**config.mk**
```make
export PLATFORM = sky130hd
export DESIGN_NAME = fan_remote_speed_timer_controller
export DESIGN_NICKNAME = d
export VERILOG_FILES = /design/src/hdl/fan_ctl_pkg.sv /design/src/hdl/fan_remote_speed_timer_controller.sv /design/src/hdl/fan_ctl_update.sv /design/src/hdl/fan_ctl_disp.sv
export SDC_FILE = /design/constraint.sdc
export NUM_CORES = 1
export LEC_CHECK = 0
export BUFFER_PORTS_ARGS = -buffer_cell sky130_fd_sc_hd__buf_2
export CAP_MARGIN = 20
export CELL_PAD_IN_SITES_DETAIL_PLACEMENT = 1
export CELL_PAD_IN_SITES_GLOBAL_PLACEMENT = 1
export CORE_ASPECT_RATIO = 1.75
export CORE_MARGIN = 2
export CORE_UTILIZATION = 25
export DETAILED_ROUTE_END_ITERATION = 12
export GPL_TIMING_DRIVEN = 0
export PLACE_DENSITY_LB_ADDON = 0.08
export SETUP_SLACK_MARGIN = 0.15
export SYNTH_ARGS = -nofsm -noshare
export SYNTH_HDL_FRONTEND = slang
export SYNTH_SLANG_ARGS = --single-unit
```
**constraint.sdc**
```tcl
create_clock -name clk_i -period 19.8 [get_ports clk_i]
set_clock_uncertainty 0.2 [all_clocks]
set_input_delay 3.96 -clock clk_i [delete_from_list [all_inputs] [get_ports clk_i]]
set_output_delay 3.96 -clock clk_i [all_outputs]
set_load 0.02 [all_outputs]
```
**src/hdl/fan_ctl_pkg.sv**
```systemverilog
// types, codes and display helpers shared by the fan speed and timer controller
`default_nettype none

package fan_ctl_pkg;

  // event codes
  localparam logic [1:0] OP_KEY    = 2'd0;
  localparam logic [1:0] OP_TICK   = 2'd1;
  localparam logic [1:0] OP_SERIAL = 2'd2;

  // remote key codes
  localparam logic [7:0] KEY_POWER  = 8'h45;
  localparam logic [7:0] KEY_MODE   = 8'h46;
  localparam logic [7:0] KEY_LEFT_A = 8'h40;
  localparam logic [7:0] KEY_LEFT_B = 8'h15;
  localparam logic [7:0] KEY_RGHT_A = 8'h43;
  localparam logic [7:0] KEY_RGHT_B = 8'h09;
  localparam logic [7:0] KEY_D0     = 8'h16;
  localparam logic [7:0] KEY_D1     = 8'h0C;
  localparam logic [7:0] KEY_D2     = 8'h18;
  localparam logic [7:0] KEY_D3     = 8'h5E;
  localparam logic [7:0] KEY_D4     = 8'h08;
  localparam logic [7:0] KEY_D5     = 8'h1C;
  localparam logic [7:0] KEY_D6     = 8'h5A;
  localparam logic [7:0] KEY_D7     = 8'h42;
  localparam logic [7:0] KEY_D8     = 8'h52;
  localparam logic [7:0] KEY_D9     = 8'h4A;

  // speed levels
  localparam logic [7:0] LVL_00  = 8'h00;
  localparam logic [7:0] LVL_20  = 8'h20;
  localparam logic [7:0] LVL_40  = 8'h40;
  localparam logic [7:0] LVL_OFF = 8'h80;
  localparam logic [7:0] LVL_C0  = 8'hC0;
  localparam logic [7:0] LVL_E0  = 8'hE0;
  localparam logic [7:0] LVL_FF  = 8'hFF;

  localparam logic [6:0] MAX_MINUTES = 7'd99;
  localparam logic [6:0] CAP_MINUTES = 7'd90;
  localparam logic [5:0] MAX_SECONDS = 6'd59;

  localparam logic [6:0] SEG_MINUS = 7'h40;
  localparam logic [6:0] SEG_E     = 7'h79;

  typedef struct packed {
    logic [1:0] opcode;
    logic [7:0] key_code;
    logic [7:0] level_byte;
    logic [7:0] minutes_byte;
    logic [7:0] seconds_byte;
  } item_t;

  typedef struct packed {
    logic [7:0] drive_level;
    logic       fan_on;
    logic       countdown_on;
    logic [6:0] minutes_left;
    logic [5:0] seconds_left;
    logic [6:0] seg_level_sign;
    logic [6:0] seg_level_digit;
    logic [6:0] seg_min_tens;
    logic [6:0] seg_min_ones;
    logic [6:0] seg_sec_tens;
    logic [6:0] seg_sec_ones;
  } result_t;

  typedef struct packed {
    logic       running;
    logic       counting;
    logic [7:0] level;
    logic [6:0] minutes;
    logic [5:0] seconds;
  } state_t;

  typedef struct packed {
    logic [6:0] level_sign;
    logic [6:0] level_digit;
    logic [6:0] min_tens;
    logic [6:0] min_ones;
    logic [6:0] sec_tens;
    logic [6:0] sec_ones;
  } disp_t;

  typedef struct packed {
    logic [3:0] tens;
    logic [3:0] ones;
  } digits_t;

  function automatic logic [6:0] seg_code(input logic [3:0] d);
    logic [6:0] s;
    case (d)
      4'h0:    s = 7'h3f;
      4'h1:    s = 7'h06;
      4'h2:    s = 7'h5b;
      4'h3:    s = 7'h4f;
      4'h4:    s = 7'h66;
      4'h5:    s = 7'h6d;
      4'h6:    s = 7'h7d;
      4'h7:    s = 7'h07;
      4'h8:    s = 7'h7f;
      4'h9:    s = 7'h6f;
      4'hA:    s = 7'h77;
      4'hB:    s = 7'h7c;
      4'hC:    s = 7'h39;
      4'hD:    s = 7'h5e;
      4'hE:    s = 7'h79;
      default: s = 7'h71;
    endcase
    return s;
  endfunction

  // split into decimal digits: x*205 >> 11 is x/10 for all 7-bit values
  function automatic digits_t dec_split(input logic [6:0] v);
    logic [14:0] prod;
    logic [3:0]  tens;
    logic [6:0]  rem;
    digits_t     r;
    prod   = 15'(v) * 15'd205;
    tens   = prod[14:11];
    rem    = v - 7'(tens) * 7'd10;
    r.tens = tens;
    r.ones = rem[3:0];
    return r;
  endfunction

endpackage

`default_nettype wire

```
**src/hdl/fan_remote_speed_timer_controller.sv**
```systemverilog
// top level of the fan speed and sleep-timer controller
`default_nettype none

// Fan speed and sleep-timer controller. Each input word is one event: a checked
// remote key code, a one-second tick or a serial command with level, minutes and
// seconds. Every event gives exactly one result word carrying the drive byte, the
// run and countdown flags, the remaining time and six seven-segment codes. An
// event is captured in an input register and applied to the state on its way into
// the result register, so one event is taken every cycle while the output is not
// stalled, and its result is offered from the result register. While a finished
// result waits to be taken the input register holds one more word, after which
// the input is stalled until the result is taken.

module fan_remote_speed_timer_controller (
  input  wire                  clk_i,
  input  wire                  rst_ni,
  input  wire                  in_valid_i,
  output logic                 in_stall_o,
  input  fan_ctl_pkg::item_t   in_data_i,
  output logic                 out_valid_o,
  input  wire                  out_stall_i,
  output fan_ctl_pkg::result_t out_data_o
);

  fan_ctl_pkg::item_t   in_q;
  logic                 in_vld_q;
  logic                 in_vld_d;
  logic                 in_load;
  fan_ctl_pkg::state_t  st_q;
  fan_ctl_pkg::state_t  st_d;
  fan_ctl_pkg::disp_t   disp;
  fan_ctl_pkg::result_t out_q;
  fan_ctl_pkg::result_t out_d;
  logic                 out_vld_q;
  logic                 out_vld_d;
  logic                 out_adv;
  logic                 step;

  assign out_adv    = ~out_vld_q | ~out_stall_i;
  assign step       = in_vld_q & out_adv;
  assign in_stall_o = in_vld_q & ~out_adv;
  assign in_load    = in_valid_i & ~in_stall_o;
  assign in_vld_d   = in_load | (in_vld_q & ~out_adv);
  assign out_vld_d  = out_adv ? in_vld_q : out_vld_q;

  fan_ctl_update u_update (
    .cur_i  (st_q),
    .item_i (in_q),
    .nxt_o  (st_d)
  );

  fan_ctl_disp u_disp (
    .st_i   (st_d),
    .disp_o (disp)
  );

  always_comb begin
    out_d.drive_level     = st_d.level;
    out_d.fan_on          = st_d.running;
    out_d.countdown_on    = st_d.counting;
    out_d.minutes_left    = st_d.minutes;
    out_d.seconds_left    = st_d.seconds;
    out_d.seg_level_sign  = disp.level_sign;
    out_d.seg_level_digit = disp.level_digit;
    out_d.seg_min_tens    = disp.min_tens;
    out_d.seg_min_ones    = disp.min_ones;
    out_d.seg_sec_tens    = disp.sec_tens;
    out_d.seg_sec_ones    = disp.sec_ones;
  end

  always_ff @(posedge clk_i or negedge rst_ni) begin
    if (!rst_ni) begin
      in_vld_q  <= 1'b0;
      out_vld_q <= 1'b0;
    end else begin
      in_vld_q  <= in_vld_d;
      out_vld_q <= out_vld_d;
    end
  end

  always_ff @(posedge clk_i or negedge rst_ni) begin
    if (!rst_ni) begin
      st_q.running  <= 1'b0;
      st_q.counting <= 1'b0;
      st_q.level    <= fan_ctl_pkg::LVL_OFF;
      st_q.minutes  <= 7'd0;
      st_q.seconds  <= 6'd0;
    end else if (step) begin
      st_q <= st_d;
    end
  end

  // payload registers
  always_ff @(posedge clk_i) begin
    if (in_load) begin
      in_q <= in_data_i;
    end
    if (step) begin
      out_q <= out_d;
    end
  end

  assign out_valid_o = out_vld_q;
  assign out_data_o  = out_q;

endmodule

`default_nettype wire

```
**src/hdl/fan_ctl_update.sv**
```systemverilog
// next-state logic: applies one key, tick or serial event to the controller state
`default_nettype none

module fan_ctl_update (
  input  fan_ctl_pkg::state_t cur_i,
  input  fan_ctl_pkg::item_t  item_i,
  output fan_ctl_pkg::state_t nxt_o
);

  fan_ctl_pkg::state_t nx;
  logic                add_en;
  logic [6:0]          add_n;
  logic [7:0]          add_sum;

  // digit keys one to eight add tens of minutes
  always_comb begin
    add_en = 1'b1;
    add_n  = 7'd0;
    unique case (item_i.key_code)
      fan_ctl_pkg::KEY_D1: add_n = 7'd10;
      fan_ctl_pkg::KEY_D2: add_n = 7'd20;
      fan_ctl_pkg::KEY_D3: add_n = 7'd30;
      fan_ctl_pkg::KEY_D4: add_n = 7'd40;
      fan_ctl_pkg::KEY_D5: add_n = 7'd50;
      fan_ctl_pkg::KEY_D6: add_n = 7'd60;
      fan_ctl_pkg::KEY_D7: add_n = 7'd70;
      fan_ctl_pkg::KEY_D8: add_n = 7'd80;
      default:             add_en = 1'b0;
    endcase
  end

  assign add_sum = {1'b0, cur_i.minutes} + {1'b0, add_n};

  always_comb begin
    nx = cur_i;
    case (item_i.opcode)
      fan_ctl_pkg::OP_KEY: begin
        if (item_i.key_code == fan_ctl_pkg::KEY_POWER) begin
          if (!cur_i.running) begin
            nx.running  = 1'b1;
            nx.level    = fan_ctl_pkg::LVL_C0;
            nx.counting = 1'b0;
          end else begin
            nx.running  = 1'b0;
            nx.level    = fan_ctl_pkg::LVL_OFF;
            nx.minutes  = 7'd0;
            nx.seconds  = 6'd0;
            nx.counting = 1'b0;
          end
        end else if (item_i.key_code == fan_ctl_pkg::KEY_MODE) begin
          case (cur_i.level)
            fan_ctl_pkg::LVL_00: nx.level = fan_ctl_pkg::LVL_FF;
            fan_ctl_pkg::LVL_20: nx.level = fan_ctl_pkg::LVL_E0;
            fan_ctl_pkg::LVL_40: nx.level = fan_ctl_pkg::LVL_C0;
            fan_ctl_pkg::LVL_C0: nx.level = fan_ctl_pkg::LVL_40;
            fan_ctl_pkg::LVL_E0: nx.level = fan_ctl_pkg::LVL_20;
            fan_ctl_pkg::LVL_FF: nx.level = fan_ctl_pkg::LVL_00;
            default:             nx.level = cur_i.level;
          endcase
        end else if (item_i.key_code == fan_ctl_pkg::KEY_LEFT_A ||
                     item_i.key_code == fan_ctl_pkg::KEY_LEFT_B) begin
          if (cur_i.running) begin
            case (cur_i.level)
              fan_ctl_pkg::LVL_00: nx.level = fan_ctl_pkg::LVL_20;
              fan_ctl_pkg::LVL_20: nx.level = fan_ctl_pkg::LVL_40;
              fan_ctl_pkg::LVL_40: nx.level = fan_ctl_pkg::LVL_OFF;
              fan_ctl_pkg::LVL_C0: nx.level = fan_ctl_pkg::LVL_OFF;
              fan_ctl_pkg::LVL_E0: nx.level = fan_ctl_pkg::LVL_C0;
              fan_ctl_pkg::LVL_FF: nx.level = fan_ctl_pkg::LVL_E0;
              default:             nx.level = cur_i.level;
            endcase
          end
        end else if (item_i.key_code == fan_ctl_pkg::KEY_RGHT_A ||
                     item_i.key_code == fan_ctl_pkg::KEY_RGHT_B) begin
          if (!cur_i.running) begin
            // switching on goes straight to E0, one step above the C0 that power gives
            nx.running  = 1'b1;
            nx.counting = 1'b0;
            nx.level    = fan_ctl_pkg::LVL_E0;
          end else begin
            case (cur_i.level)
              fan_ctl_pkg::LVL_20:  nx.level = fan_ctl_pkg::LVL_00;
              fan_ctl_pkg::LVL_40:  nx.level = fan_ctl_pkg::LVL_20;
              fan_ctl_pkg::LVL_OFF: nx.level = fan_ctl_pkg::LVL_C0;
              fan_ctl_pkg::LVL_C0:  nx.level = fan_ctl_pkg::LVL_E0;
              fan_ctl_pkg::LVL_E0:  nx.level = fan_ctl_pkg::LVL_FF;
              default:              nx.level = cur_i.level;
            endcase
          end
        end else if (item_i.key_code == fan_ctl_pkg::KEY_D0) begin
          nx.minutes  = 7'd0;
          nx.seconds  = 6'd0;
          nx.counting = 1'b0;
        end else if (item_i.key_code == fan_ctl_pkg::KEY_D9) begin
          nx.minutes  = fan_ctl_pkg::CAP_MINUTES;
          nx.seconds  = 6'd0;
          nx.running  = 1'b1;
          nx.counting = 1'b1;
        end else if (add_en) begin
          if (add_sum <= {1'b0, fan_ctl_pkg::CAP_MINUTES}) begin
            nx.minutes = add_sum[6:0];
            nx.seconds = 6'd0;
          end
          nx.running  = 1'b1;
          nx.counting = 1'b1;
        end
      end
      fan_ctl_pkg::OP_TICK: begin
        if (cur_i.counting) begin
          if (!cur_i.running) begin
            nx.minutes  = 7'd0;
            nx.seconds  = 6'd0;
            nx.counting = 1'b0;
          end else if (cur_i.seconds != 6'd0) begin
            nx.seconds = cur_i.seconds - 6'd1;
          end else if (cur_i.minutes == 7'd0) begin
            nx.running = 1'b0;
          end else begin
            nx.seconds = fan_ctl_pkg::MAX_SECONDS;
            nx.minutes = cur_i.minutes - 7'd1;
          end
        end
      end
      fan_ctl_pkg::OP_SERIAL: begin
        nx.level   = item_i.level_byte;
        nx.running = (item_i.level_byte != fan_ctl_pkg::LVL_OFF);
        if (item_i.minutes_byte <= {1'b0, fan_ctl_pkg::MAX_MINUTES}) begin
          nx.minutes = item_i.minutes_byte[6:0];
        end
        if (item_i.seconds_byte <= {2'b00, fan_ctl_pkg::MAX_SECONDS}) begin
          nx.seconds = item_i.seconds_byte[5:0];
        end
        if (item_i.minutes_byte != 8'd0 || item_i.seconds_byte != 8'd0) begin
          nx.counting = 1'b1;
        end
      end
      default: nx = cur_i;
    endcase
    // fan off forces the idle level and a cleared time
    if (!nx.running) begin
      nx.level   = fan_ctl_pkg::LVL_OFF;
      nx.minutes = 7'd0;
      nx.seconds = 6'd0;
    end
  end

  assign nxt_o = nx;

endmodule

`default_nettype wire

```
**src/hdl/fan_ctl_disp.sv**
```systemverilog
// seven-segment codes for the speed level and the remaining time
`default_nettype none

module fan_ctl_disp (
  input  fan_ctl_pkg::state_t st_i,
  output fan_ctl_pkg::disp_t  disp_o
);

  fan_ctl_pkg::digits_t min_dig;
  fan_ctl_pkg::digits_t sec_dig;
  logic [6:0]           s0;
  logic [6:0]           s1;

  assign min_dig = fan_ctl_pkg::dec_split(st_i.minutes);
  assign sec_dig = fan_ctl_pkg::dec_split({1'b0, st_i.seconds});

  always_comb begin
    s0 = fan_ctl_pkg::seg_code(4'd0);
    s1 = fan_ctl_pkg::seg_code(4'd0);
    if (st_i.running) begin
      case (st_i.level)
        fan_ctl_pkg::LVL_00: begin
          s0 = fan_ctl_pkg::SEG_MINUS;
          s1 = fan_ctl_pkg::seg_code(4'd3);
        end
        fan_ctl_pkg::LVL_20: begin
          s0 = fan_ctl_pkg::SEG_MINUS;
          s1 = fan_ctl_pkg::seg_code(4'd2);
        end
        fan_ctl_pkg::LVL_40: begin
          s0 = fan_ctl_pkg::SEG_MINUS;
          s1 = fan_ctl_pkg::seg_code(4'd1);
        end
        fan_ctl_pkg::LVL_OFF: s1 = fan_ctl_pkg::seg_code(4'd0);
        fan_ctl_pkg::LVL_C0:  s1 = fan_ctl_pkg::seg_code(4'd1);
        fan_ctl_pkg::LVL_E0:  s1 = fan_ctl_pkg::seg_code(4'd2);
        fan_ctl_pkg::LVL_FF:  s1 = fan_ctl_pkg::seg_code(4'd3);
        default: begin
          // unknown level shows E E
          s0 = fan_ctl_pkg::SEG_E;
          s1 = fan_ctl_pkg::SEG_E;
        end
      endcase
    end
  end

  assign disp_o.level_sign  = s0;
  assign disp_o.level_digit = s1;
  assign disp_o.min_tens    = fan_ctl_pkg::seg_code(min_dig.tens);
  assign disp_o.min_ones    = fan_ctl_pkg::seg_code(min_dig.ones);
  assign disp_o.sec_tens    = fan_ctl_pkg::seg_code(sec_dig.tens);
  assign disp_o.sec_ones    = fan_ctl_pkg::seg_code(sec_dig.ones);

endmodule

`default_nettype wire
```
==> results_dict.tcl <==
set metrics [dict create \
    status "finished clean" \
    criticalPathCategory "reg -> reg" \
    grt_antenna_before_repair 0 \
    yosys-top-cells-area "edfxtp_1 (31%), ha_1 (12%), dfrtp_1 (6.5%), fa_1 (3.7%), nand2_1 (3.6%)" \
    async_flop_share_pct 21.0 \
    wl_per_cell_um 20.8 \
    clk_latency_ns 0.44 \
    yosysTopAreaCell "edfxtp_1" \
    synth_edf_count 94 \
    placed_cells 1523 \
    crit_path_top_delay_cell "a211oi_1" \
    endpoint "out_data_o[20]" \
    numPortBuffers 104 \
    relSlewSlack_pct 31.9 \
    arrival_ns 10.75 \
    clock_sinks 119 \
    syn-num-nets 1089 \
    required_ns 19.84 \
    crit_path_start_kind "flip-flop" \
    root_buffer "clkbuf_16" \
    cp_common_cell "ha_1" \
    leakage_uw 0.00468 \
    ir_drop_mv 0.0535 \
    fin_crit_ns 10.71 \
    grt_use_total_pct 17.4 \
    core_area_um2 36500 \
    grt_pass1_vias 8541 \
    power_per_cell_area_nw_per_um2 113 \
    synthTopCellsByCount "edfxtp_1 (94), ha_1 (92), nand2_1 (88)" \
    cp-startpoint "in_q[28]" \
    grt_overflow 0 \
    cts.clk_slew.worst_paths_ns 0.06 \
    min_path_type "reg -> reg" \
    finalNetCount 1214 \
    drv_cap 0 \
    firstDrtPassIters 4 \
    synth_seq_cells 119 \
    ys.flop_type "edfxtp_1" \
    yosysSeqAreaShare_pct 37.4 \
    post-cts-setup-buffers 0 \
    cts.hold.buffers_added 0 \
    period_share_pct 54.1 \
    reg2reg_slack_ns 9.09 \
    place_hpwl_um 25700 \
    initial_core_util_pct 25.2 \
    cp-end-kind "flip-flop" \
    vias_per_cell 4.99 \
    ioPinCount 105 \
    synth_warnings 0 \
    rsz0062_at_grt "no" \
    drt_first_iter_violations 263 \
    seqCellArea_um2 3450 \
    synth_cells 942 \
    tns_ns 0 \
    die_w_um 149 \
    cts_tree "built" \
    grt_max_degree 45 \
    detail-route-antenna-nets 0 \
    final_cells 1554 \
    fmax_ghz 0.0934 \
    drt_wl_total_um 32300 \
    cts_htree_levels 4 \
    crit_fanout 10 \
    grt_pass1_wl_um 50200 \
    fp.dieH_um 258 \
    cts_made_buffers 17 \
    die-area_um2 38500 \
    timing.final.ws_setup_ns 9.09 \
    synth.top_cell.area_share_pct 30.6 \
    hold_violations 0 \
    final_max_slew_viol_count 0 \
    reg2reg_from "in_q[28]" \
    post-place-ws_ns 8.94 \
    drive_gt1_share_pct 18.1 \
    multiInputGateArea_um2 5230 \
    diodes 0 \
    r2r_end "out_data_o[20]" \
    vias 7755 \
    clockBufferDepth 2 \
    core.rowCount 93 \
    cts_resized 0 \
    layout-area-overhead-vs-synth_pct 19.1 \
    gp_congestion 0.821 \
    slowest_delay_ns 0.81 \
    nFillCells 4246 \
    synth_most_common_cell "edfxtp_1" \
    synth_cell_type_count 104 \
    utilization_pct 30.0 \
    worstMarginPinSlew_ns 1.02 \
    synth.avg_cell_area_um2 9.79 \
    synth_area_um2 9220 \
    setup_violations 0 \
    route.detailed.drc 0 \
    worst-r2r-cell-count 34 \
]
==> cell type report <==
cell class / instances / share of cell area, %
multi-input cells: 694 / 47.6
repair buffers: 106 / 5.24
flip-flops and latches: 119 / 31.4
clock inverters: 14 / 1.45
clock buffers: 17 / 3.87
plain buffers: 50 / 2.25
well taps: 475 / 5.41
inverters: 79 / 2.75
==> stage by stage <==
step                      hold WS, ns  instance area (um^2)  total power [uW]
after floorplan                 0.257                  9220               753
after global placement          0.278                 10300               927
after detailed placement        0.298                 10400               932
after CTS                       0.315                 11000              1260
after global routing            0.354                 11000              1330
final                           0.311                 11000              1240
==> flip-flops by register name, indices dropped and copies added (netlist names) <==
signal       cells
out_data_o      60
st_q            23
in_vld_q         1
out_valid_o      1
in_q            34
==> worst max-delay path, delay by kind of cell (launching register included) <==
family	cells	cell delay (ns)
DFF	1	0.35
and+or+nand+nor	5	1.64
adders and majority gates	7	2.64
muxes	1	0.15
AOI/OAI and AO/OA	13	3.52
buffers and inverters	5	0.69
xor gates and xnor gates	3	1.29
==> power breakdown <==
part           leakage [uW]  switching, uW  internal (uW)
Combinational       0.00321            356            204
Clock              0.000274            124            195
Sequential          0.00119           25.7            332
Total               0.00468            506            731
==> placed cells by master, fill, tap and decap left out, drive strengths merged, types with 12 or more instances in the layout <==
| cell type | count |
|---|---|
| xnor2 | 12 |
| mux2i | 12 |
| nor3 | 29 |
| inv | 79 |
| o21ai | 68 |
| nand2b | 13 |
| fa | 17 |
| a21oi | 56 |
| clkbuf | 51 |
| nand2 | 90 |
| and2 | 16 |
| nor2 | 54 |
| buf | 122 |
| ha | 92 |
| edfxtp | 94 |
| dfrtp | 24 |
==> routing by layer <==
layer,track usage [%],wire [um],up-vias
met3,1.87,638,55
met4,7.96,1180,0
li1,-,-,3711
met1,16.6,11300,3855
met2,35.8,19200,134
met5,0,0,-
==> worst min path at each step <==
stage	start	cells after the start	endpoint
after global placement	in_vld_q	1	out_valid_o
after global routing	in_vld_q	1	out_valid_o
after detailed placement	in_vld_q	1	out_valid_o
final	in_vld_q	1	out_valid_o
after floorplan	in_vld_q	1	out_valid_o
after CTS	in_vld_q	1	out_valid_o
==> cell families (layout without fill, tap and decap cells) <==
logic type | after synthesis | after routing | synth area share [%]
buffers and inverters | 129 | 266 | 5.90
DFF | 119 | 119 | 37.4
muxes | 21 | 21 | 2.40
and+or+nand+nor | 291 | 291 | 16.7
adders and majority gates | 109 | 109 | 16.2
xor gates and xnor gates | 22 | 22 | 2.42
AOI/OAI and AO/OA | 251 | 251 | 19.0
(Power assumes the default switching activity.)
